### config.mk
export PLATFORM = sky130hd
export DESIGN_NAME = gap_and_length_telegram_deframer_top_flat
export DESIGN_NICKNAME = d
export VERILOG_FILES = /design/src/sv/gltd_pkg.sv /design/src/sv/gltd_ifs.sv /design/src/sv/gap_and_length_telegram_deframer_top.sv /design/src/sv/gltd_ram.sv /design/src/sv/gltd_ring_add.sv /design/src/flat_wrapper.sv
export SDC_FILE = /design/constraint.sdc
export NUM_CORES = 1
export LEC_CHECK = 0
export BUFFER_PORTS_ARGS = -buffer_cell sky130_fd_sc_hd__buf_2
export CAP_MARGIN = 10
export CORE_ASPECT_RATIO = 1.4
export CORE_MARGIN = 1
export CORE_UTILIZATION = 30
export CTS_BUF_LIST = sky130_fd_sc_hd__clkbuf_4
export DETAILED_ROUTE_END_ITERATION = 7
export PLACE_DENSITY = 0.53
export SLEW_MARGIN = 20
export SYNTH_ARGS = -nofsm -noshare
export SYNTH_HDL_FRONTEND = slang
export SYNTH_SLANG_ARGS = --single-unit
### constraint.sdc
create_clock -name clk -period 6.3 [get_ports clk]
set_input_delay 1.575 -clock clk [delete_from_list [all_inputs] [get_ports clk]]
set_output_delay 1.575 -clock clk [all_outputs]
set_load 0.02 [all_outputs]
### src/sv/gltd_pkg.sv
// Shared types, constants and register indexes for the telegram deframer.
`default_nettype none
package gltd_pkg;
	localparam int BUF_BYTES_DEF = 64;
	localparam int CAPTURE_AT    = 4;
	localparam int CFG_W         = 16;
	localparam int CFG_IDX_W     = 1;

	localparam logic [15:0] GAP_RESET    = 16'd15;
	localparam logic [1:0]  LENIDX_RESET = 2'd3;
	localparam logic [7:0]  LEN_UNKNOWN  = 8'hFF;

	localparam logic [CFG_IDX_W-1:0] REG_GAP_MS       = 1'd0;
	localparam logic [CFG_IDX_W-1:0] REG_LENGTH_INDEX = 1'd1;

	localparam logic KIND_LENGTH = 1'b0;
	localparam logic KIND_GAP    = 1'b1;

	typedef logic [7:0]  byte_t;
	typedef logic [31:0] ms_t;
endpackage
`default_nettype wire

### src/sv/gltd_ifs.sv
// Valid/ready channel interfaces for received bytes and emitted frame bytes.
`default_nettype none
interface gltd_in_if;
	import gltd_pkg::*;
	logic  valid;
	logic  ready;
	byte_t rx_byte;
	ms_t   time_ms;
	modport source (output valid, output rx_byte, output time_ms, input ready);
	modport sink (input valid, input rx_byte, input time_ms, output ready);
endinterface

interface gltd_out_if;
	import gltd_pkg::*;
	logic  valid;
	logic  ready;
	byte_t data_byte;
	logic  frame_kind;
	logic  last_of_frame;
	ms_t   dropped_total;
	modport source (output valid, output data_byte, output frame_kind,
		output last_of_frame, output dropped_total, input ready);
	modport sink (input valid, input data_byte, input frame_kind,
		input last_of_frame, input dropped_total, output ready);
endinterface
`default_nettype wire

### src/sv/gap_and_length_telegram_deframer_top.sv
// Telegram deframer top: idle-gap and length-prefixed splitting of a byte stream.
//
// in_ch carries one received byte with its millisecond time stamp per beat;
// out_ch carries one emitted frame byte per beat, with the frame kind
// (length-complete or gap-cut), a last-byte flag and the running drop count.
// Bytes are held in a BUF_BYTES ring RAM. A small sequencer runs each input
// beat through gap test, store, length test and, when a frame is released,
// a read-out loop that reads one byte from the RAM per pass.
// An input beat with no release passes the gap, store and test states (and
// the capture state when it captures the length byte) before in_ch is ready
// again. A release runs one RAM read and one output-register load per byte.
// The output register frees the sequencer to take the next input beat
// while the final byte still waits; a stalled out_ch holds the read-out
// loop at its RAM read step, nothing is lost.
// Reset clears held count, ring position, length and time status, the
// drop count and the registers (gap_ms 15, length_index 3). The RAM needs
// no clearing: only held bytes are ever read. cfg_we/cfg_index/cfg_data write
// a register; the user writes only while idle, the block does not enforce it.
`default_nettype none
module gap_and_length_telegram_deframer_top #(
	parameter int BUF_BYTES = gltd_pkg::BUF_BYTES_DEF
) (
	input  wire logic                           clk,
	input  wire logic                           arst_n,
	gltd_in_if.sink                             in_ch,
	gltd_out_if.source                          out_ch,
	input  wire logic                           cfg_we,
	input  wire logic [gltd_pkg::CFG_IDX_W-1:0] cfg_index,
	input  wire logic [gltd_pkg::CFG_W-1:0]     cfg_data
);
	import gltd_pkg::*;

	localparam int IDX_W = $clog2(BUF_BYTES);
	localparam int CNT_W = $clog2(BUF_BYTES + 1);
	localparam int CMP_W = (CNT_W > 8) ? CNT_W : 8;

	localparam logic [2:0] S_IDLE    = 3'd0;
	localparam logic [2:0] S_GAP     = 3'd1;
	localparam logic [2:0] S_STORE   = 3'd2;
	localparam logic [2:0] S_TEST    = 3'd3;
	localparam logic [2:0] S_CAP     = 3'd4;
	localparam logic [2:0] S_EMIT_RD = 3'd5;
	localparam logic [2:0] S_EMIT_LD = 3'd6;

	logic [2:0]       state_q;
	logic [15:0]      gap_ms_q;
	logic [1:0]       len_idx_q;
	byte_t            byte_q;
	ms_t              time_q;
	ms_t              prev_q;
	logic             time_known_q;
	logic [7:0]       len_q;
	logic             len_known_q;
	logic [IDX_W-1:0] rp_q;
	logic [CNT_W-1:0] held_q;
	ms_t              ovf_q;
	logic [IDX_W-1:0] ptr_q;
	logic [CNT_W-1:0] cnt_q;
	logic [CNT_W-1:0] n_q;
	logic             kind_q;
	logic             ret_store_q;

	logic             out_valid_q;
	byte_t            out_data_q;
	logic             out_kind_q;
	logic             out_last_q;
	ms_t              out_drop_q;

	// shared ring adder
	logic [IDX_W-1:0] ra_base;
	logic [CNT_W-1:0] ra_off;
	logic [IDX_W-1:0] ra_sum;

	gltd_ring_add #(.DEPTH(BUF_BYTES)) u_ring_add (
		.base(ra_base),
		.off (ra_off),
		.sum (ra_sum)
	);

	always_comb begin
		case (state_q)
			S_TEST: begin
				ra_base = rp_q;
				ra_off  = CNT_W'(len_idx_q);
			end
			S_EMIT_LD: begin
				ra_base = ptr_q;
				ra_off  = CNT_W'(1);
			end
			default: begin
				ra_base = rp_q;
				ra_off  = held_q;
			end
		endcase
	end

	// frame store
	logic             ram_we;
	logic             ram_re;
	logic [IDX_W-1:0] ram_raddr;
	byte_t            ram_rdata;
	logic             out_free;

	assign out_free = !out_valid_q || out_ch.ready;
	assign ram_we   = (state_q == S_STORE) && (held_q < CNT_W'(BUF_BYTES));
	assign ram_re   = (state_q == S_TEST) || ((state_q == S_EMIT_RD) && out_free);
	assign ram_raddr = (state_q == S_TEST) ? ra_sum : ptr_q;

	gltd_ram #(.WIDTH(8), .DEPTH(BUF_BYTES)) u_store (
		.clk  (clk),
		.we   (ram_we),
		.waddr(ra_sum),
		.wdata(byte_q),
		.re   (ram_re),
		.raddr(ram_raddr),
		.rdata(ram_rdata)
	);

	// gap test and length compares
	ms_t            idle_ms;
	logic           gap_hit;
	logic [CMP_W-1:0] held_x;
	logic [CMP_W-1:0] len_x;
	logic           emit_last;

	assign idle_ms   = time_q - prev_q;
	assign gap_hit   = time_known_q && (idle_ms > {16'd0, gap_ms_q});
	assign held_x    = CMP_W'(held_q);
	assign len_x     = CMP_W'(len_q);
	assign emit_last = (cnt_q + CNT_W'(1)) == n_q;

	assign in_ch.ready          = (state_q == S_IDLE);
	assign out_ch.valid         = out_valid_q;
	assign out_ch.data_byte     = out_data_q;
	assign out_ch.frame_kind    = out_kind_q;
	assign out_ch.last_of_frame = out_last_q;
	assign out_ch.dropped_total = out_drop_q;

	always_ff @(posedge clk or negedge arst_n) begin
		if (!arst_n) begin
			state_q      <= S_IDLE;
			gap_ms_q     <= GAP_RESET;
			len_idx_q    <= LENIDX_RESET;
			prev_q       <= '0;
			time_known_q <= 1'b0;
			len_q        <= LEN_UNKNOWN;
			len_known_q  <= 1'b0;
			rp_q         <= '0;
			held_q       <= '0;
			ovf_q        <= '0;
			cnt_q        <= '0;
			n_q          <= '0;
			ptr_q        <= '0;
			kind_q       <= KIND_LENGTH;
			ret_store_q  <= 1'b0;
			out_valid_q  <= 1'b0;
		end else begin
			if (cfg_we) begin
				if (cfg_index == REG_GAP_MS) begin
					gap_ms_q <= cfg_data;
				end else if (cfg_index == REG_LENGTH_INDEX) begin
					len_idx_q <= cfg_data[1:0];
				end
			end

			if (out_valid_q && out_ch.ready) begin
				out_valid_q <= 1'b0;
			end

			case (state_q)
				S_IDLE: begin
					if (in_ch.valid) begin
						state_q <= S_GAP;
					end
				end
				S_GAP: begin
					prev_q       <= time_q;
					time_known_q <= 1'b1;
					state_q      <= S_STORE;
					if (gap_hit) begin
						len_known_q <= 1'b0;
						len_q       <= LEN_UNKNOWN;
						if (held_q != '0) begin
							ptr_q       <= rp_q;
							cnt_q       <= '0;
							n_q         <= held_q;
							kind_q      <= KIND_GAP;
							ret_store_q <= 1'b1;
							state_q     <= S_EMIT_RD;
						end
					end
				end
				S_STORE: begin
					if (held_q < CNT_W'(BUF_BYTES)) begin
						held_q <= held_q + CNT_W'(1);
					end
					state_q <= S_TEST;
				end
				S_TEST: begin
					state_q <= S_IDLE;
					if (!len_known_q) begin
						if (held_q >= CNT_W'(CAPTURE_AT)) begin
							state_q <= S_CAP;
						end
					end else if (held_x >= len_x) begin
						// complete, or longer than the length: emit the front part
						len_known_q <= 1'b0;
						len_q       <= LEN_UNKNOWN;
						if (len_q != 8'd0) begin
							ptr_q       <= rp_q;
							cnt_q       <= '0;
							n_q         <= (held_x == len_x) ? held_q : CNT_W'(len_q);
							kind_q      <= KIND_LENGTH;
							ret_store_q <= 1'b0;
							state_q     <= S_EMIT_RD;
						end
					end else if (held_q == CNT_W'(BUF_BYTES)) begin
						held_q <= '0;
						rp_q   <= '0;
						ovf_q  <= ovf_q + 32'(BUF_BYTES);
					end
				end
				S_CAP: begin
					len_q       <= ram_rdata;
					len_known_q <= 1'b1;
					state_q     <= S_IDLE;
				end
				S_EMIT_RD: begin
					if (out_free) begin
						state_q <= S_EMIT_LD;
					end
				end
				S_EMIT_LD: begin
					out_valid_q <= 1'b1;
					ptr_q       <= ra_sum;
					cnt_q       <= cnt_q + CNT_W'(1);
					state_q     <= S_EMIT_RD;
					if (emit_last) begin
						held_q  <= held_q - n_q;
						rp_q    <= (held_q == n_q) ? '0 : ra_sum;
						state_q <= ret_store_q ? S_STORE : S_IDLE;
					end
				end
				default: begin
					state_q <= S_IDLE;
				end
			endcase
		end
	end

	// input and output payload registers
	always_ff @(posedge clk) begin
		if (in_ch.valid && in_ch.ready) begin
			byte_q <= in_ch.rx_byte;
			time_q <= in_ch.time_ms;
		end
		if (state_q == S_EMIT_LD) begin
			out_data_q <= ram_rdata;
			out_kind_q <= kind_q;
			out_last_q <= emit_last;
			out_drop_q <= ovf_q;
		end
	end
endmodule
`default_nettype wire

### src/sv/gltd_ram.sv
// Generic simple dual-port RAM: one write port, one registered read port.
`default_nettype none
module gltd_ram #(
	parameter int WIDTH = 8,
	parameter int DEPTH = 64
) (
	input  wire logic                     clk,
	input  wire logic                     we,
	input  wire logic [$clog2(DEPTH)-1:0] waddr,
	input  wire logic [WIDTH-1:0]         wdata,
	input  wire logic                     re,
	input  wire logic [$clog2(DEPTH)-1:0] raddr,
	output logic      [WIDTH-1:0]         rdata
);
	logic [WIDTH-1:0] mem_q [DEPTH];

	always_ff @(posedge clk) begin
		if (we) begin
			mem_q[waddr] <= wdata;
		end
		if (re) begin
			rdata <= mem_q[raddr];
		end
	end
endmodule
`default_nettype wire

### src/sv/gltd_ring_add.sv
// Ring index adder: (base + off) modulo DEPTH, with base < DEPTH and off <= DEPTH.
`default_nettype none
module gltd_ring_add #(
	parameter int DEPTH = 64
) (
	input  wire logic [$clog2(DEPTH)-1:0]   base,
	input  wire logic [$clog2(DEPTH+1)-1:0] off,
	output logic      [$clog2(DEPTH)-1:0]   sum
);
	localparam int IDX_W = $clog2(DEPTH);
	localparam int CNT_W = $clog2(DEPTH + 1);

	logic [CNT_W:0] raw;
	logic [CNT_W:0] wrapped;

	always_comb begin
		raw = (CNT_W+1)'(base) + (CNT_W+1)'(off);
		if (raw >= (CNT_W+1)'(DEPTH)) begin
			wrapped = raw - (CNT_W+1)'(DEPTH);
		end else begin
			wrapped = raw;
		end
		sum = wrapped[IDX_W-1:0];
	end
endmodule
`default_nettype wire

### src/flat_wrapper.sv
// flat-port wrapper written by rule: the top's interface ports become plain ports
module gap_and_length_telegram_deframer_top_flat import gltd_pkg::*;
#(
	parameter int BUF_BYTES = gltd_pkg::BUF_BYTES_DEF
)
  (clk, arst_n, cfg_we, cfg_index, cfg_data, in_ch_valid, in_ch_rx_byte, in_ch_time_ms, in_ch_ready, out_ch_valid, out_ch_data_byte, out_ch_frame_kind, out_ch_last_of_frame, out_ch_dropped_total, out_ch_ready);
  gltd_in_if in_ch_i ();
  gltd_out_if out_ch_i ();
  input  wire logic clk;
  input  wire logic arst_n;
  input  wire logic cfg_we;
  input  wire logic [gltd_pkg::CFG_IDX_W-1:0] cfg_index;
  input  wire logic [gltd_pkg::CFG_W-1:0] cfg_data;
  input wire logic [$bits(in_ch_i.valid)-1:0] in_ch_valid;
  input wire logic [$bits(in_ch_i.rx_byte)-1:0] in_ch_rx_byte;
  input wire logic [$bits(in_ch_i.time_ms)-1:0] in_ch_time_ms;
  output wire logic [$bits(in_ch_i.ready)-1:0] in_ch_ready;
  output wire logic [$bits(out_ch_i.valid)-1:0] out_ch_valid;
  output wire logic [$bits(out_ch_i.data_byte)-1:0] out_ch_data_byte;
  output wire logic [$bits(out_ch_i.frame_kind)-1:0] out_ch_frame_kind;
  output wire logic [$bits(out_ch_i.last_of_frame)-1:0] out_ch_last_of_frame;
  output wire logic [$bits(out_ch_i.dropped_total)-1:0] out_ch_dropped_total;
  input wire logic [$bits(out_ch_i.ready)-1:0] out_ch_ready;
  assign in_ch_i.valid = in_ch_valid;
  assign in_ch_i.rx_byte = in_ch_rx_byte;
  assign in_ch_i.time_ms = in_ch_time_ms;
  assign in_ch_ready = in_ch_i.ready;
  assign out_ch_valid = out_ch_i.valid;
  assign out_ch_data_byte = out_ch_i.data_byte;
  assign out_ch_frame_kind = out_ch_i.frame_kind;
  assign out_ch_last_of_frame = out_ch_i.last_of_frame;
  assign out_ch_dropped_total = out_ch_i.dropped_total;
  assign out_ch_i.ready = out_ch_ready;
  gap_and_length_telegram_deframer_top #(.BUF_BYTES(BUF_BYTES)) u_core (.clk(clk), .arst_n(arst_n), .in_ch(in_ch_i), .out_ch(out_ch_i), .cfg_we(cfg_we), .cfg_index(cfg_index), .cfg_data(cfg_data));
endmodule
# Word level (Yosys, flattened, before mapping)
# Memories as Yosys holds them, arrays and structs flattened. A register that Yosys moved wholly into a read port is not among the register bits.
# Index checks and enable logic that the tools add are counted.
op_classes:
  n_addsub: 7
  mul: 0
  div_mod_pow: 0
  n_lt_le_gt_ge: 5
  eq_ne: 21
  shifts: 0
  mux: 64
  bitwise: 2
  n_reduce_logical: 27
op_table:
  columns: ["cell", "count"]
  rows:
  - ["7-bit 2-to-1 mux", 16]
  - ["6-bit 2-to-1 mux", 13]
  - ["7-bit case mux with 3 select lines", 2]
  - ["32-bit by 7-bit adder with 32-bit output (second input constant)", 1]
  - ["32-bit by 16-bit greater-than comparator with 1-bit output", 1]
  - ["32-bit subtractor", 1]
  - ["7-bit case mux with 2 select lines", 2]
  - ["3-bit 2-to-1 mux", 9]
  - ["8-bit 2-to-1 mux", 3]
  - ["8-bit case mux with 3 select lines", 1]
  - ["3-bit case mux with 6 select lines", 1]
  - ["6-bit case mux with 3 select lines", 1]
  - ["6-bit AND reduction", 3]
  - ["7-bit by 1-bit adder with 7-bit output (second input constant)", 2]
  - ["7-bit equality test", 2]
  - ["1-bit 2-to-1 mux", 12]
  - ["2-bit != test (second input constant)", 6]
  - ["6-bit case mux with 2 select lines", 1]
  - ["2-bit by 1-bit != test with 1-bit output (second input constant)", 5]
  - ["3-bit equality test (second input constant)", 3]
  - ["3-bit nonzero test", 3]
  - ["6-bit by 7-bit adder with 8-bit output", 1]
  - ["7-bit by 8-bit equality test with 1-bit output", 1]
  - ["7-bit by 8-bit greater-or-equal comparator with 1-bit output", 1]
  - ["other kinds (22)", 35]
totals:
  regBits: 212
  latchBits: 0
  ramBits: 512
  romBits: 0
  inputBits: 62
  output_inout_bits: 44
  elab_cells: 148
  mem_count: 1
memory_table:
  columns: ["name", "depth", "width", "rd", "rd_clocked_by_memory_dff", "write_ports", "line_no", "text"]
  rows:
  - ["u_core.u_store.mem_q", 64, 8, 1, 1, 1, "gltd_ram.sv:15", "logic [WIDTH-1:0] mem_q [DEPTH];"]

# Longest topological paths before layout
# Gate-level depths: netlist (run 1).
depth:
  word_depth: 8
  depth_mapped: 24
  mapped_depth_nobuf: 23

# Cells and area by module
# Synthesis (run 1) repeated with hierarchy kept, for this count alone.
unflattened:
  cells_unflattened: 2056
  area_unflattened_um2: 31387.6
by_module_without_submodules:
  columns: ["mod", "instances", "cells_per_inst", "area_per_inst_um2", "seq_area_each_um2"]
  rows:
  - ["gltd_ram", 1, 931, 20174.3, 15615.0]
  - ["gap_and_length_telegram_deframer_top", 1, 1106, 11026.8, 5402.7]
  - ["gltd_ring_add", 1, 19, 186.4, 0.0]

# Worst setup path after synthesis (run 1)
# Ideal clock, no wire load.
synth_path:
  path_type: "register to register"
  startpoint: "register u_core.state_q[1]"
  endpoint: "register u_core.u_store.rdata[0] (read register of u_core.u_store.mem_q), data pin"
  setup_time_ps: 146
  arrival_ps: 4968
  t_required_ps: 6154
  setup_slack_ps: 1186
  path_stages_with_launch: 23
  path_buffers: 7
  period_less_slack_ps: 5114
  cell_sequence: "dfrtp_1 > buf_2 > nor2b_1 > nand2_1 > inv_1 > buf_2 > buf_1 > nand2_1 > nand2_1 > ha_1 > inv_1 > fa_1 > clkbuf_1 > o21a_1 > buf_2 > clkbuf_1 > buf_2 > nand2_1 > a311oi_1 > a211oi_1 > a211oi_1 > a21oi_1 > a21oi_1"
synth_between:
  elab_chain_cells: 6
  elab_cells_between_ends: 12
  classes_between: "2 x add/sub; 1 x order compare; 3 x eq/ne; 4 x mux; 2 x reduce/logical"
synth_rtl:
  columns: ["element", "line_no", "text"]
  rows:
  - ["start, declared", "gap_and_length_telegram_deframer_top.sv:45", "logic [2:0] state_q;"]
  - ["start signal, assigned", "gap_and_length_telegram_deframer_top.sv:241", "state_q <= ret_store_q ? S_STORE : S_IDLE;"]
  - ["3-bit equality test or 3-bit by 2-bit equality test with 1-bit output (tied branches)", "gap_and_length_telegram_deframer_top.sv:81, gap_and_length_telegram_deframer_top.sv:106, gap_and_length_telegram_deframer_top.sv:107", null]
  - ["7-bit case mux with 2 select lines or 6-bit 2-to-1 mux (tied branches)", "gap_and_length_telegram_deframer_top.sv:81", "case (state_q)"]
  - ["6-bit by 7-bit adder with 8-bit output", "gltd_ring_add.sv:17", "raw = (CNT_W+1)'(base) + (CNT_W+1)'(off);"]
  - ["8-bit by 7-bit greater-or-equal comparator with 1-bit output or 6-bit by 1-bit subtractor with 6-bit output (tied branches)", "gltd_ring_add.sv:18, gltd_ring_add.sv:19", null]
  - ["6-bit 2-to-1 mux", "gltd_ring_add.sv:18", "if (raw >= (CNT_W+1)'(DEPTH)) begin"]
  - ["6-bit 2-to-1 mux", "gap_and_length_telegram_deframer_top.sv:107", "assign ram_raddr = (state_q == S_TEST) ? ra_sum : ptr_q;"]
  - ["end, declared", "gltd_ram.sv:13", "output logic [WIDTH-1:0] rdata"]
# Several ways; a longest one is shown, not always the timed one.
# A chain may end at the register's enable or synchronous reset.

# Final worst setup path (run 1)
layout_path:
  startpoint: "register u_core.state_q[1]"
  endpoint: "register u_core.u_store.rdata[6] (read register of u_core.u_store.mem_q), data pin"
# The elaborated chain is that of the path after synthesis.

==> metrics.md, run 1 <==
| Metric | Value |
|---|---|
| Via count | 21,200 |
| Arrival time at the worst endpoint | 6080 ps |
| Hold depth | 0 |
| Vias per inst | 4.97 |
| Final min period | 5340 ps |
| # fillers | 10,500 |
| Row Count | 141 |
| 1st-iter DRT viols | 1,304 |
| Synth async-reset ratio | 17.2% |
| Post-Synthesis Cells | 2,600 |
| Layout cells sized above 1 | 16.3% |
| Yosys top cell area share | 56.0% |
| Crit Path Class | reg2reg |
| CP top delay family | compound AO/OA/AOI/OAI gates |
| Reg2Reg Capture Point | u_core.u_store.rdata[6]$_DFFE_PP_ |
| Syn avg cell area | 12.3 um2 |
| Core Area | 0.105 mm2 |
| Total Routed Length | 82,200 um |
| Die Ht | 388 um |
| F_max | 187 MHz |
| Actual slew at the worst max-slew pin | 1060 ps |
| Initial antenna violation count | 2 |
| Slowest CP cell | a21oi_4 |
| Post-synthesis sequential area ratio | 65.8% |
| Worst path bufs/invs | 4 |
| Slowest cell delay on critical path | 660 ps |
| Crit path cell chain | nor2b_1 -> nand2_1 -> buf_4 -> nand2_1 -> buf_4 -> o21ai_0 -> ha_1 -> a21o_1 -> a21oi_1 -> xnor2_1 -> nor2_1 -> a21oi_4 -> buf_12 -> buf_4 -> a311oi_1 -> a21oi_1 -> a21oi_1 -> a21oi_1 -> a21oi_1 |
| Hold_sp | u_core.ovf_q[30]$_DFFE_PN0P_ |
| Sequential cell area | 0.0210 mm2 |
| Synth area leaders | edfxtp_1 56%, dfrtp_1 8.6%, nand2_1 5.0% |
| First-pass GRT wire length | 126,000 um |
| Total GRT Usage | 15.2% |
| Leak | 13.0 nW |
| Final setup TNS | 0 ps |
| P&R area growth vs syn | 13.8% |
| Skew final | 65.7 ps |
| Drt drc | 0 |
| Max FO, Critical Path | 44 |
| Sink Count | 720 |
| Footprint of the multi-input gates | 0.0101 mm2 |
| Mapped Area | 0.0319 mm2 |
| CP Capture Type | register |
| Utilization after layout | 34.5% |
| Post-synth top area cell | edfxtp_1 |
| Max_slew headroom | 29.1% |
| Power per Cell Area | 430 mW/mm2 |
| Vias in the first global route | 21,500 |
| HPWL Detailed | 52,700 um |
| Root cell of the clock tree | clkbuf_4 |
| H-Tree Depth | 4 |
| Post-synth EDFFs | 596 |
| CTS tree | done |
| R2r setup slk | 960 ps |
| Register bit count reported by yosys | 720 |
| Post-synth top flop | edfxtp_1 |
| Net count, final | 2,905 |
| Tcrit/Tclk final | 84.7% |
| RR Startpoint | u_core.state_q[1]$_DFFE_PN0P_ |
| VDD IR max | 0.202 mV |
| Starting Density | 30.3% |
| Die X | 278 um |
| Status | finished clean |
| Yosys Warn Count | 0 |
| Non-filler cells, final | 4,264 |
| Max-slew violation count | 0 |
| Max cap viols | 0 |
| WP data required | 7040 ps |
| Inst Count DP | 3,959 |
| First-pass DRT Iterations | 7 |
| Largest net degree at the start of global routing | 118 |
| Congestion Overflow GR | 0 |
| Die ar. | 0.108 mm2 |
| RSZ-0062 raised after global routing | no |
| ANT nets after route | 0 |
| CTS clk-pin slew, worst paths | 80 ps |
| Hold EP | u_core.out_ch.dropped_total[30]$_DFFE_PP_ |
| Hold Buf Count CTS | 0 |
| # IOs | 106 |
| CTS Buf Count | 168 |
| Yosys cell types | 79 |
| Min-delay worst type | reg2reg |
| Reg2reg path depth | 19 |
| GPL Wtd Cong | 0.839 |
| Postcts setup bufs | 0 |
| PortBufs | 99 |
| Startpoint types | register |
| Number of setup violations in the final report | 0 |
| Wire per inst | 19.3 um |
| Quantity of gates resized following cts | 0 |
| Hold Vio Cnt, Final | 0 |
| CTS Buffer Depth | 3 |
| Skew-Pair Late Insertion Delay | 1040 ps |
| Most frequent CP cell | a21oi_1 |
cells by family after synthesis:
logic type,after synthesis,synth area share [%]
AND/OR/NAND/NOR,818,11.7
flip-flops,720,65.8
AO/OA/AOI/OAI,657,13.9
buffers and inverters,239,3.04
adder cells (fa/ha/maj),72,2.89
XOR/XNOR,66,1.81
multiplexers,27,0.877
other,1,0.0117
final cells by class:
class / count / share of cell area [%]
clock buffer: 251 / 5.18
multi-input combinational: 1646 / 27.7
inverter: 84 / 0.867
antenna: 4 / 0.0275
clock inverter: 50 / 0.980
sequential: 720 / 57.8
tap: 1358 / 4.67
timing repair buffer: 151 / 2.80
registers in the layout, indices dropped and copies added, names as in the netlist, 16 cells and up:
register                     count
u_core.out_ch.dropped_total     26
u_core.gap_ms_q                 16
u_core.u_store.mem_q           512
u_core.prev_q                   32
u_core.ovf_q                    26
u_core.time_q                   32
worst max-delay path by stage:
stage / slack (ps) / startpoint / end / cells past startpoint
floorplan: 1190 / u_core.state_q[1]$_DFFE_PN0P_ / u_core.u_store.rdata[0]$_DFFE_PP_ / 22
global placement: 940 / u_core.time_q[1]$_DFFE_PP_ / u_core.ptr_q[5]$_DFFE_PN0P_ / 18
detailed placement: 960 / u_core.time_q[4]$_DFFE_PP_ / u_core.ptr_q[3]$_DFFE_PN0P_ / 22
CTS: 900 / u_core.time_q[1]$_DFFE_PP_ / u_core.ptr_q[3]$_DFFE_PN0P_ / 18
global route: 560 / u_core.time_q[1]$_DFFE_PP_ / u_core.cnt_q[3]$_DFFE_PN0P_ / 18
finish: 960 / u_core.state_q[1]$_DFFE_PN0P_ / u_core.u_store.rdata[6]$_DFFE_PP_ / 19
Yosys cell counts, types with 17 or more instances:
library cell  instances
and2_1              128
dfrtp_1             110
nor3_1               19
a211oi_1            186
nand3_1              32
nand2_1             423
xnor2_1              38
and3_1               17
edfxtp_1            596
o21ai_0              97
ha_1                 69
xor2_1               28
a21o_1               19
buf_2                31
nor2_1              127
mux2i_1              19
a21oi_1             133
a31oi_1              69
clkbuf_1            108
a311oi_1             64
inv_1                83
nand4_1              17
layout by cell type, fill, tap and decap left out, types with 14 or more instances in the layout:
master and count:
a311oi_1 64, nor2_1 126, clkinv_1 35, a211oi_1 186, edfxtp_1 596, nand3_1 32
inv_1 82, and3_1 17, o21ai_0 96, buf_4 42, a21o_1 19, nor3_1 19
a31oi_1 69, nand4_1 17, nand2_1 423, mux2i_1 18, a21oi_1 129, xor2_1 28
buf_2 98, clkbuf_4 251, dfrtp_1 110, xnor2_1 38, dfstp_2 14, and2_1 127
ha_1 69
worst register-to-register path, stage by stage, from the launching register on:
cell,delay (ps)
dfrtp_1,520
nor2b_1,240
nand2_1,120
buf_4,350
nand2_1,90
buf_4,180
o21ai_0,290
ha_1,290
a21o_1,170
a21oi_1,230
xnor2_1,360
nor2_1,150
a21oi_4,660
buf_12,340
buf_4,230
a311oi_1,50
a21oi_1,300
a21oi_1,130
a21oi_1,250
a21oi_1,120
layer usage:
metal	track usage (%)	vias up	routed length, um
li1	-	10100	-
met4	6.83	0	2890
met2	27.5	508	43000
met1	17.0	10400	33100
met5	0	-	0
met3	3.10	174	3150
metrics by stage:
stage	power [mW]	hold slack (ps)	worst slack, ps	area [um2]
after floorplan	9.99	425	1190	32000
after global placement	11.8	431	941	34100
after detailed placement	11.9	441	959	34100
after CTS	15.8	457	902	36400
after global routing	16.6	484	565	36400
final	15.6	468	963	36400
power breakdown:
| part | internal (mW) | switching [mW] | leakage [nW] | total (mW) |
|---|---|---|---|---|
| registers | 5.69 | 0.234 | 6.98 | 5.93 |
| clock network | 2.03 | 1.86 | 1.31 | 3.89 |
| logic | 1.98 | 3.84 | 4.68 | 5.82 |
Note: power is estimated with default switching activity, not from simulation.
==> run 2: changes to the inputs <==
--- a/config.mk
+++ b/config.mk
@@ -5,6 +5,7 @@
 export SDC_FILE = /design/constraint.sdc
 export NUM_CORES = 1
 export LEC_CHECK = 0
+export ABC_AREA = 1
 export BUFFER_PORTS_ARGS = -buffer_cell sky130_fd_sc_hd__buf_2
 export CAP_MARGIN = 10
 export CORE_ASPECT_RATIO = 1.4
@@ -12,7 +13,7 @@
 export CORE_UTILIZATION = 30
 export CTS_BUF_LIST = sky130_fd_sc_hd__clkbuf_4
 export DETAILED_ROUTE_END_ITERATION = 7
-export PLACE_DENSITY = 0.53
+export PLACE_DENSITY = 0.55
 export SLEW_MARGIN = 20
 export SYNTH_ARGS = -nofsm -noshare
 export SYNTH_HDL_FRONTEND = slang
==> constraint.sdc (replaced) <==
create_clock -name clk -period 4.6 [get_ports clk]
set_input_delay 1.15 -clock clk [delete_from_list [all_inputs] [get_ports clk]]
set_output_delay 1.15 -clock clk [all_outputs]
set_load 0.02 [all_outputs]
==> run 2 against run 1 <==
Sequential power up 37%; non-clock buffer count up 49; critical path depth down 2; synthesized cell count up 17%.
==> metrics.md, run 2 <==
| Metric | Value |
|---|---|
| Tot Pwr | 20.6 mW |
| Final min period | 4270 ps |
| Synth area leaders | edfxtp_1 55%, dfrtp_1 8.4%, nand2_1 5.9% |
| Layout cells sized above 1 | 16.0% |
| Postcts setup bufs | 0 |
| Sink Count | 720 |
| First-pass DRT Iterations | 5 |
| Vias per inst | 4.81 |
| Status | finished clean |
| Count leader, synth | edfxtp_1 |
| P&R area growth vs syn | 14.4% |
| Vias in the first global route | 23,800 |
| Crit Path Class | reg2reg |
| DP Worst Slack | 405 ps |
| Skew final | 56.9 ps |
| First-pass GRT wire length | 137,000 um |
| Post-synth top area cell | edfxtp_1 |
| Slowest cell delay on critical path | 560 ps |
| Total Routed Length | 89,400 um |
| Number of setup violations in the final report | 0 |
| Die Ht | 392 um |
| Actual slew at the worst max-slew pin | 1010 ps |
| Max-slew violation count | 0 |
| Power per Cell Area | 553 mW/mm2 |
| Die ar. | 0.110 mm2 |
| Met3 usage | 3.69% |
| CTS tree | done |
| Register bit count reported by yosys | 720 |
| Wire per inst | 18.4 um |
| Total GRT Usage | 16.4% |
| Root cell of the clock tree | clkbuf_4 |
| Drt drc | 0 |
| Min-delay worst type | in2async |
| Yosys cell types | 53 |
| Hold Vio Cnt, Final | 0 |
| Slowest CP cell | fa_1 |
| CTS Buffer Depth | 3 |
| RSZ-0062 raised after global routing | no |
| Max FO, Critical Path | 61 |
| Crit path cell chain | nand2_2 -> nor2_4 -> buf_4 -> nand2_1 -> nand2_1 -> ha_1 -> inv_1 -> fa_1 -> o21ai_4 -> clkinv_2 -> buf_12 -> o21ai_0 -> o221ai_1 -> nand3_1 -> nand3_1 -> nand3_1 -> nand2_1 |
| Core Area | 0.107 mm2 |
| Commonest non-fill, non-tap cell in the layout | edfxtp_1 |
| CTS Buf Count | 170 |
| # IOs | 106 |
| Max_slew headroom | 32.4% |
| Starting Density | 30.4% |
| Met1 GRT Util | 17.5% |
| Leak | 14.3 nW |
| VDD IR max | 0.342 mV |
| Quantity of gates resized following cts | 0 |
| Mapped Area | 0.0326 mm2 |
| Hold Buf Count CTS | 0 |
| Congestion Overflow GR | 0 |
| Max cap viols | 0 |
| HPWL Detailed | 59,000 um |
| Largest net degree at the start of global routing | 149 |
| Final Hold Slack | 120 ps |
| Commonest cells in the netlist | 596 x edfxtp_1, 512 x nand2_1, 434 x nor2_1 |
| Tcrit/Tclk final | 92.9% |
| R2r setup slk | 330 ps |
| Reg2Reg Capture Point | u_core.u_store.rdata[6]$_DFFE_PP_ |
| Most flop-heavy register | u_core.u_store.mem_q |
| Top Registers | u_core.u_store.mem_q (512), u_core.prev_q (32), u_core.time_q (32) |
| CP Capture Type | register |
| RR Startpoint | u_core.state_q[1]$_DFFE_PN0P_ |
| Largest register FFs | 512 |
| Final WS setup | 327 ps |
| Syn avg cell area | 10.7 um2 |
| ANT nets after route | 0 |
| Final Cell Area | 0.0373 mm2 |
| Initial antenna violation count | 5 |
| Net count, final | 3,411 |
| CTS clk-pin slew, worst paths | 70 ps |
| F_max | 234 MHz |
| Row Count | 142 |
| Reg2reg path depth | 17 |
| Yosys top cell area share | 54.9% |
| Most frequent cells in the layout | 596 x edfxtp_1, 512 x nand2_1, 433 x nor2_1, 300 x o21ai_0, 261 x inv_1 |
| Placed Area | 0.0352 mm2 |
| Post-synth EDFFs | 596 |
| Die X | 281 um |
| Skew-Pair Late Insertion Delay | 1110 ps |
| Via count | 23,300 |
| 1st-iter DRT viols | 1,497 |
| WP data required | 5420 ps |
| Post-Synthesis Cells | 3,034 |
| GRT met2 Usage | 30.1% |
| Post-synthesis sequential area ratio | 64.5% |
| GPL Wtd Cong | 0.887 |
| Startpoint types | register |
| Yosys Warn Count | 0 |
| Arrival time at the worst endpoint | 5090 ps |
| PortBufs | 99 |
| Synth async-reset ratio | 17.2% |
| GR peak layer | met2 |
| Final setup TNS | 0 ps |
| H-Tree Depth | 4 |
| Post-synth top flop | edfxtp_1 |
[run 2: metrics by stage]
step	util, %	instances
after floorplan	-	3039
after global routing	34.7	4848
after detailed placement	32.8	4545
after CTS	34.7	4845
after global placement	32.8	4545
final	34.7	4851
[run 2: critical path, delay by kind of cell, from the launching register on]
kind / cells / cell delay (ps)
AND/OR/NAND/NOR: 8 / 1190
adder cells (fa/ha/maj): 2 / 710
buffers and inverters: 4 / 960
flip-flops: 1 / 540
AO/OA/AOI/OAI: 3 / 530
[run 2: worst max-delay path by stage]
stage	start	endpoint	slack, ps	depth (start not counted)
6_report	u_core.state_q[1]$_DFFE_PN0P_	u_core.u_store.rdata[6]$_DFFE_PP_	330	17
5_1_grt	u_core.state_q[1]$_DFFE_PN0P_	u_core.u_store.mem_q[51][2]$_DFFE_PP_	60	17
4_1_cts	u_core.state_q[1]$_DFFE_PN0P_	u_core.u_store.rdata[6]$_DFFE_PP_	370	17
3_5_place_dp	u_core.state_q[1]$_DFFE_PN0P_	u_core.u_store.mem_q[51][5]$_DFFE_PP_	410	17
3_3_place_gp	u_core.state_q[1]$_DFFE_PN0P_	u_core.u_store.rdata[6]$_DFFE_PP_	470	17
2_1_floorplan	u_core.state_q[1]$_DFFE_PN0P_	u_core.u_store.mem_q[16][0]$_DFFE_PP_	3	18
[run 2: report_power, final]
part           switching (mW)  leakage, nW  internal, mW
registers               0.321         6.91          7.79
clock network            2.61         1.24          2.45
logic                    5.19         6.17          2.28
[run 2: metal layers]
metal	wire [um]	vias to the layer above
met5	11	-
met4	3790	2
met3	4460	194
met2	47300	616
met1	33800	11300
li1	-	11200
[run 2: area by class of cell]
| cell class | count | area, um2 |
|---|---|---|
| timing repair buffer | 200 | 1360 |
| tap | 1440 | 1800 |
| clock buffer | 244 | 1830 |
| antenna | 6 | 15.0 |
| fill | 11000 | 70000 |
| inverter | 277 | 1050 |
| multi-input combinational | 1908 | 9960 |
| clock inverter | 56 | 250 |
| sequential | 720 | 21000 |
[run 2: cell families (layout without fill, tap and decap cells)]
logic type | count (synthesis) | count (layout) | synth area share, %
DFF | 720 | 720 | 64.5
xor gates and xnor gates | 52 | 52 | 1.51
adders and majority gates | 72 | 72 | 2.83
buffers and inverters | 411 | 777 | 5.14
other | 1 | 12 | 0.0115
AOI/OAI and AO/OA | 568 | 568 | 10.4
and+or+nand+nor | 1210 | 1210 | 15.6
==> run 3: changes to the inputs <==
--- a/config.mk
+++ b/config.mk
@@ -10,11 +10,12 @@
 export CAP_MARGIN = 10
 export CORE_ASPECT_RATIO = 1.4
 export CORE_MARGIN = 1
-export CORE_UTILIZATION = 30
+export CORE_UTILIZATION = 35
 export CTS_BUF_LIST = sky130_fd_sc_hd__clkbuf_4
 export DETAILED_ROUTE_END_ITERATION = 7
-export PLACE_DENSITY = 0.55
+export PLACE_DENSITY = 0.61
 export SLEW_MARGIN = 20
 export SYNTH_ARGS = -nofsm -noshare
 export SYNTH_HDL_FRONTEND = slang
+export SYNTH_HIERARCHICAL = 1
 export SYNTH_SLANG_ARGS = --single-unit
==> run 3 against run 2 <==
Area after synthesis increased by 3.0%; largest power group unchanged; sequential cell count stayed put; synthesized cell count increased by 11%; count of clock-buffer cells in the layout grew 6; register-to-register slack better by 99 ps; worst hold slack improved by 32 ps; total power rose by 4.4%.
==> metrics.md, run 3 <==
| Metric | Value |
|---|---|
| Status | finished clean |
| Final setup TNS | 0 ps |
| Die Ht | 368 um |
| Actual slew at the worst max-slew pin | 1120 ps |
| Slowest CP cell | inv_2 |
| PortBufs | 99 |
| Via count | 24,100 |
| Total Routed Length | 87,700 um |
| Number of setup violations in the final report | 0 |
| Largest register FFs | 512 |
| H-Tree Depth | 4 |
| Largest net degree at the start of global routing | 128 |
| Layout cells sized above 1 | 15.4% |
| Sw frac | 39.6% |
| Die ar. | 0.0972 mm2 |
| Core Area | 0.0952 mm2 |
| P&R area growth vs syn | 12.8% |
| Power per Cell Area | 569 mW/mm2 |
| RR Startpoint | u_core/state_q[2]$_DFFE_PN0P_ |
| NetSw | 8.53 mW |
| Commonest non-fill, non-tap cell in the layout | nand2_1 |
| Combinational share of power | 37.4% |
| Arrival time at the worst endpoint | 5100 ps |
| 1st-iter DRT viols | 1,697 |
| Root cell of the clock tree | clkbuf_4 |
| Max cap viols | 0 |
| Tot Pwr | 21.6 mW |
| # IOs | 106 |
| Yosys Warn Count | 6 |
| Vias per inst | 4.87 |
| Mapped Area | 0.0336 mm2 |
| Syn avg cell area | 9.95 um2 |
| Placed Area | 0.0356 mm2 |
| ANT nets after route | 0 |
| Drt drc | 0 |
| Slowest cell delay on critical path | 520 ps |
| Final Hold Slack | 152 ps |
| CTS Buffer Depth | 3 |
| Total GRT Usage | 18.1% |
| F_max | 240 MHz |
| Most frequent cells in the layout | 1,119 x nand2_1, 596 x edfxtp_1, 493 x nand3_1, 276 x inv_1, 250 x clkbuf_4 |
| Hold Vio Cnt, Final | 0 |
| Crit path cell chain | inv_1 -> nor3_2 -> inv_1 -> nand2_1 -> nand2_1 -> ha_1 -> fa_1 -> xor2_1 -> inv_1 -> o21ai_4 -> inv_2 -> buf_4 -> nand3_1 -> nand2_1 -> nand2_1 -> nand3_1 -> nand3_1 -> nand2_1 |
| Wire per inst | 17.7 um |
| Crit Path Class | reg2reg |
| Vias in the first global route | 24,100 |
| Skew final | 64.2 ps |
| Max-slew violation count | 0 |
| Leak | 15.8 nW |
| RSZ-0062 raised after global routing | no |
| Hold Buf Count CTS | 0 |
| HPWL Detailed | 58,700 um |
| CTS tree | done |
| CTS clk-pin slew, worst paths | 70 ps |
| First-pass DRT Iterations | 5 |
| Max FO, Critical Path | 33 |
| # fillers | 9,394 |
| Post-Synthesis Cells | 3,373 |
| Reg2reg path depth | 18 |
| VDD IR max | 0.423 mV |
| GPL Wtd Cong | 0.942 |
| Most flop-heavy register | u_core/u_store/mem_q |
| Sink Count | 720 |
| Starting Density | 35.3% |
| R2r setup slk | 430 ps |
| Tcrit/Tclk final | 90.7% |
| Final min period | 4170 ps |
| Reg2Reg Capture Point | u_core/u_store/rdata[6]$_DFFE_PP_ |
| Skew-Pair Late Insertion Delay | 1080 ps |
| Row Count | 134 |
| Die X | 264 um |
| Clock power share | 24.9% |
| Utilization after layout | 39.8% |
| Quantity of gates resized following cts | 0 |
| CTS Buf Count | 168 |
| Net count, final | 3,740 |
| Initial antenna violation count | 2 |
| First-pass GRT wire length | 135,000 um |
| Seq pwr share | 37.7% |
| CP Capture Type | register |
| Startpoint types | register |
| Min-delay worst type | in2async |
| Postcts setup bufs | 0 |
| Final Cell Area | 0.0379 mm2 |
| WP data required | 5530 ps |
| Max_slew headroom | 25.3% |
| Most frequent CP cell | nand2_1 |
| Congestion Overflow GR | 0 |
| Int Pwr | 13.0 mW |
| Top Registers | u_core/u_store/mem_q (512), u_core/prev_q (32), u_core/time_q (32) |
-- run 3: layout make-up --
cell class / instances / area [um2] / share of cell area (%)
sequential: 720 / 21000 / 55.5
multi-input combinational: 2224 / 10600 / 28.0
clock buffer: 250 / 1880 / 4.95
tap: 1224 / 1530 / 4.04
timing repair buffer: 200 / 1360 / 3.59
inverter: 292 / 1100 / 2.91
clock inverter: 44 / 369 / 0.974
antenna: 3 / 7.51 / 0.0198
-- run 3: stage by stage --
stage          worst slack [ps]  std cells
6_report                    426       4957
4_1_cts                     495       4954
5_1_grt                     150       4957
2_1_floorplan              54.6       3378
3_3_place_gp                603       4660
3_5_place_dp                535       4660
-- run 3: worst max-delay path by stage --
stage / start / cells after the start / end / slack, ps
floorplan: u_core/state_q[2]$_DFFE_PN0P_ / 18 / u_core/u_store/rdata[5]$_DFFE_PP_ / 50
global placement: u_core/state_q[2]$_DFFE_PN0P_ / 18 / u_core/u_store/rdata[1]$_DFFE_PP_ / 600
detailed placement: u_core/state_q[1]$_DFFE_PN0P_ / 19 / u_core/u_store/rdata[6]$_DFFE_PP_ / 540
CTS: u_core/state_q[1]$_DFFE_PN0P_ / 19 / u_core/u_store/rdata[6]$_DFFE_PP_ / 490
global route: u_core/state_q[1]$_DFFE_PN0P_ / 17 / u_core/u_store/mem_q[17][5]$_DFFE_PP_ / 150
finish: u_core/state_q[2]$_DFFE_PN0P_ / 18 / u_core/u_store/rdata[6]$_DFFE_PP_ / 430
-- run 3: power by group through the flow --
stage,clock (mW),combinational [mW],sequential (mW)
finish,5.37,8.06,8.13
global route,5.82,9.01,8.17
CTS,5.55,8.08,8.12
detailed placement,0,8.04,8.26
global placement,0,7.96,8.25
floorplan,0,5.72,8.22
-- run 3: critical path, delay by kind of cell (launching register included) --
kind | cells | cell delay [ps]
compound gates | 1 | 80
buf+inv | 5 | 1430
flops | 1 | 440
simple gates | 9 | 1210
fa+ha+maj | 2 | 640
xor+xnor | 1 | 210
-- run 3: metal layers --
layer  vias to the layer above  part of all wire [%]  GRT usage [%]
met5                         -                     0              0
met4                         0                   6.2           12.0
met3                       247                   4.2           3.35
met2                       665                    53           33.8
met1                     11400                    36           18.4
li1                      11800                     -              -
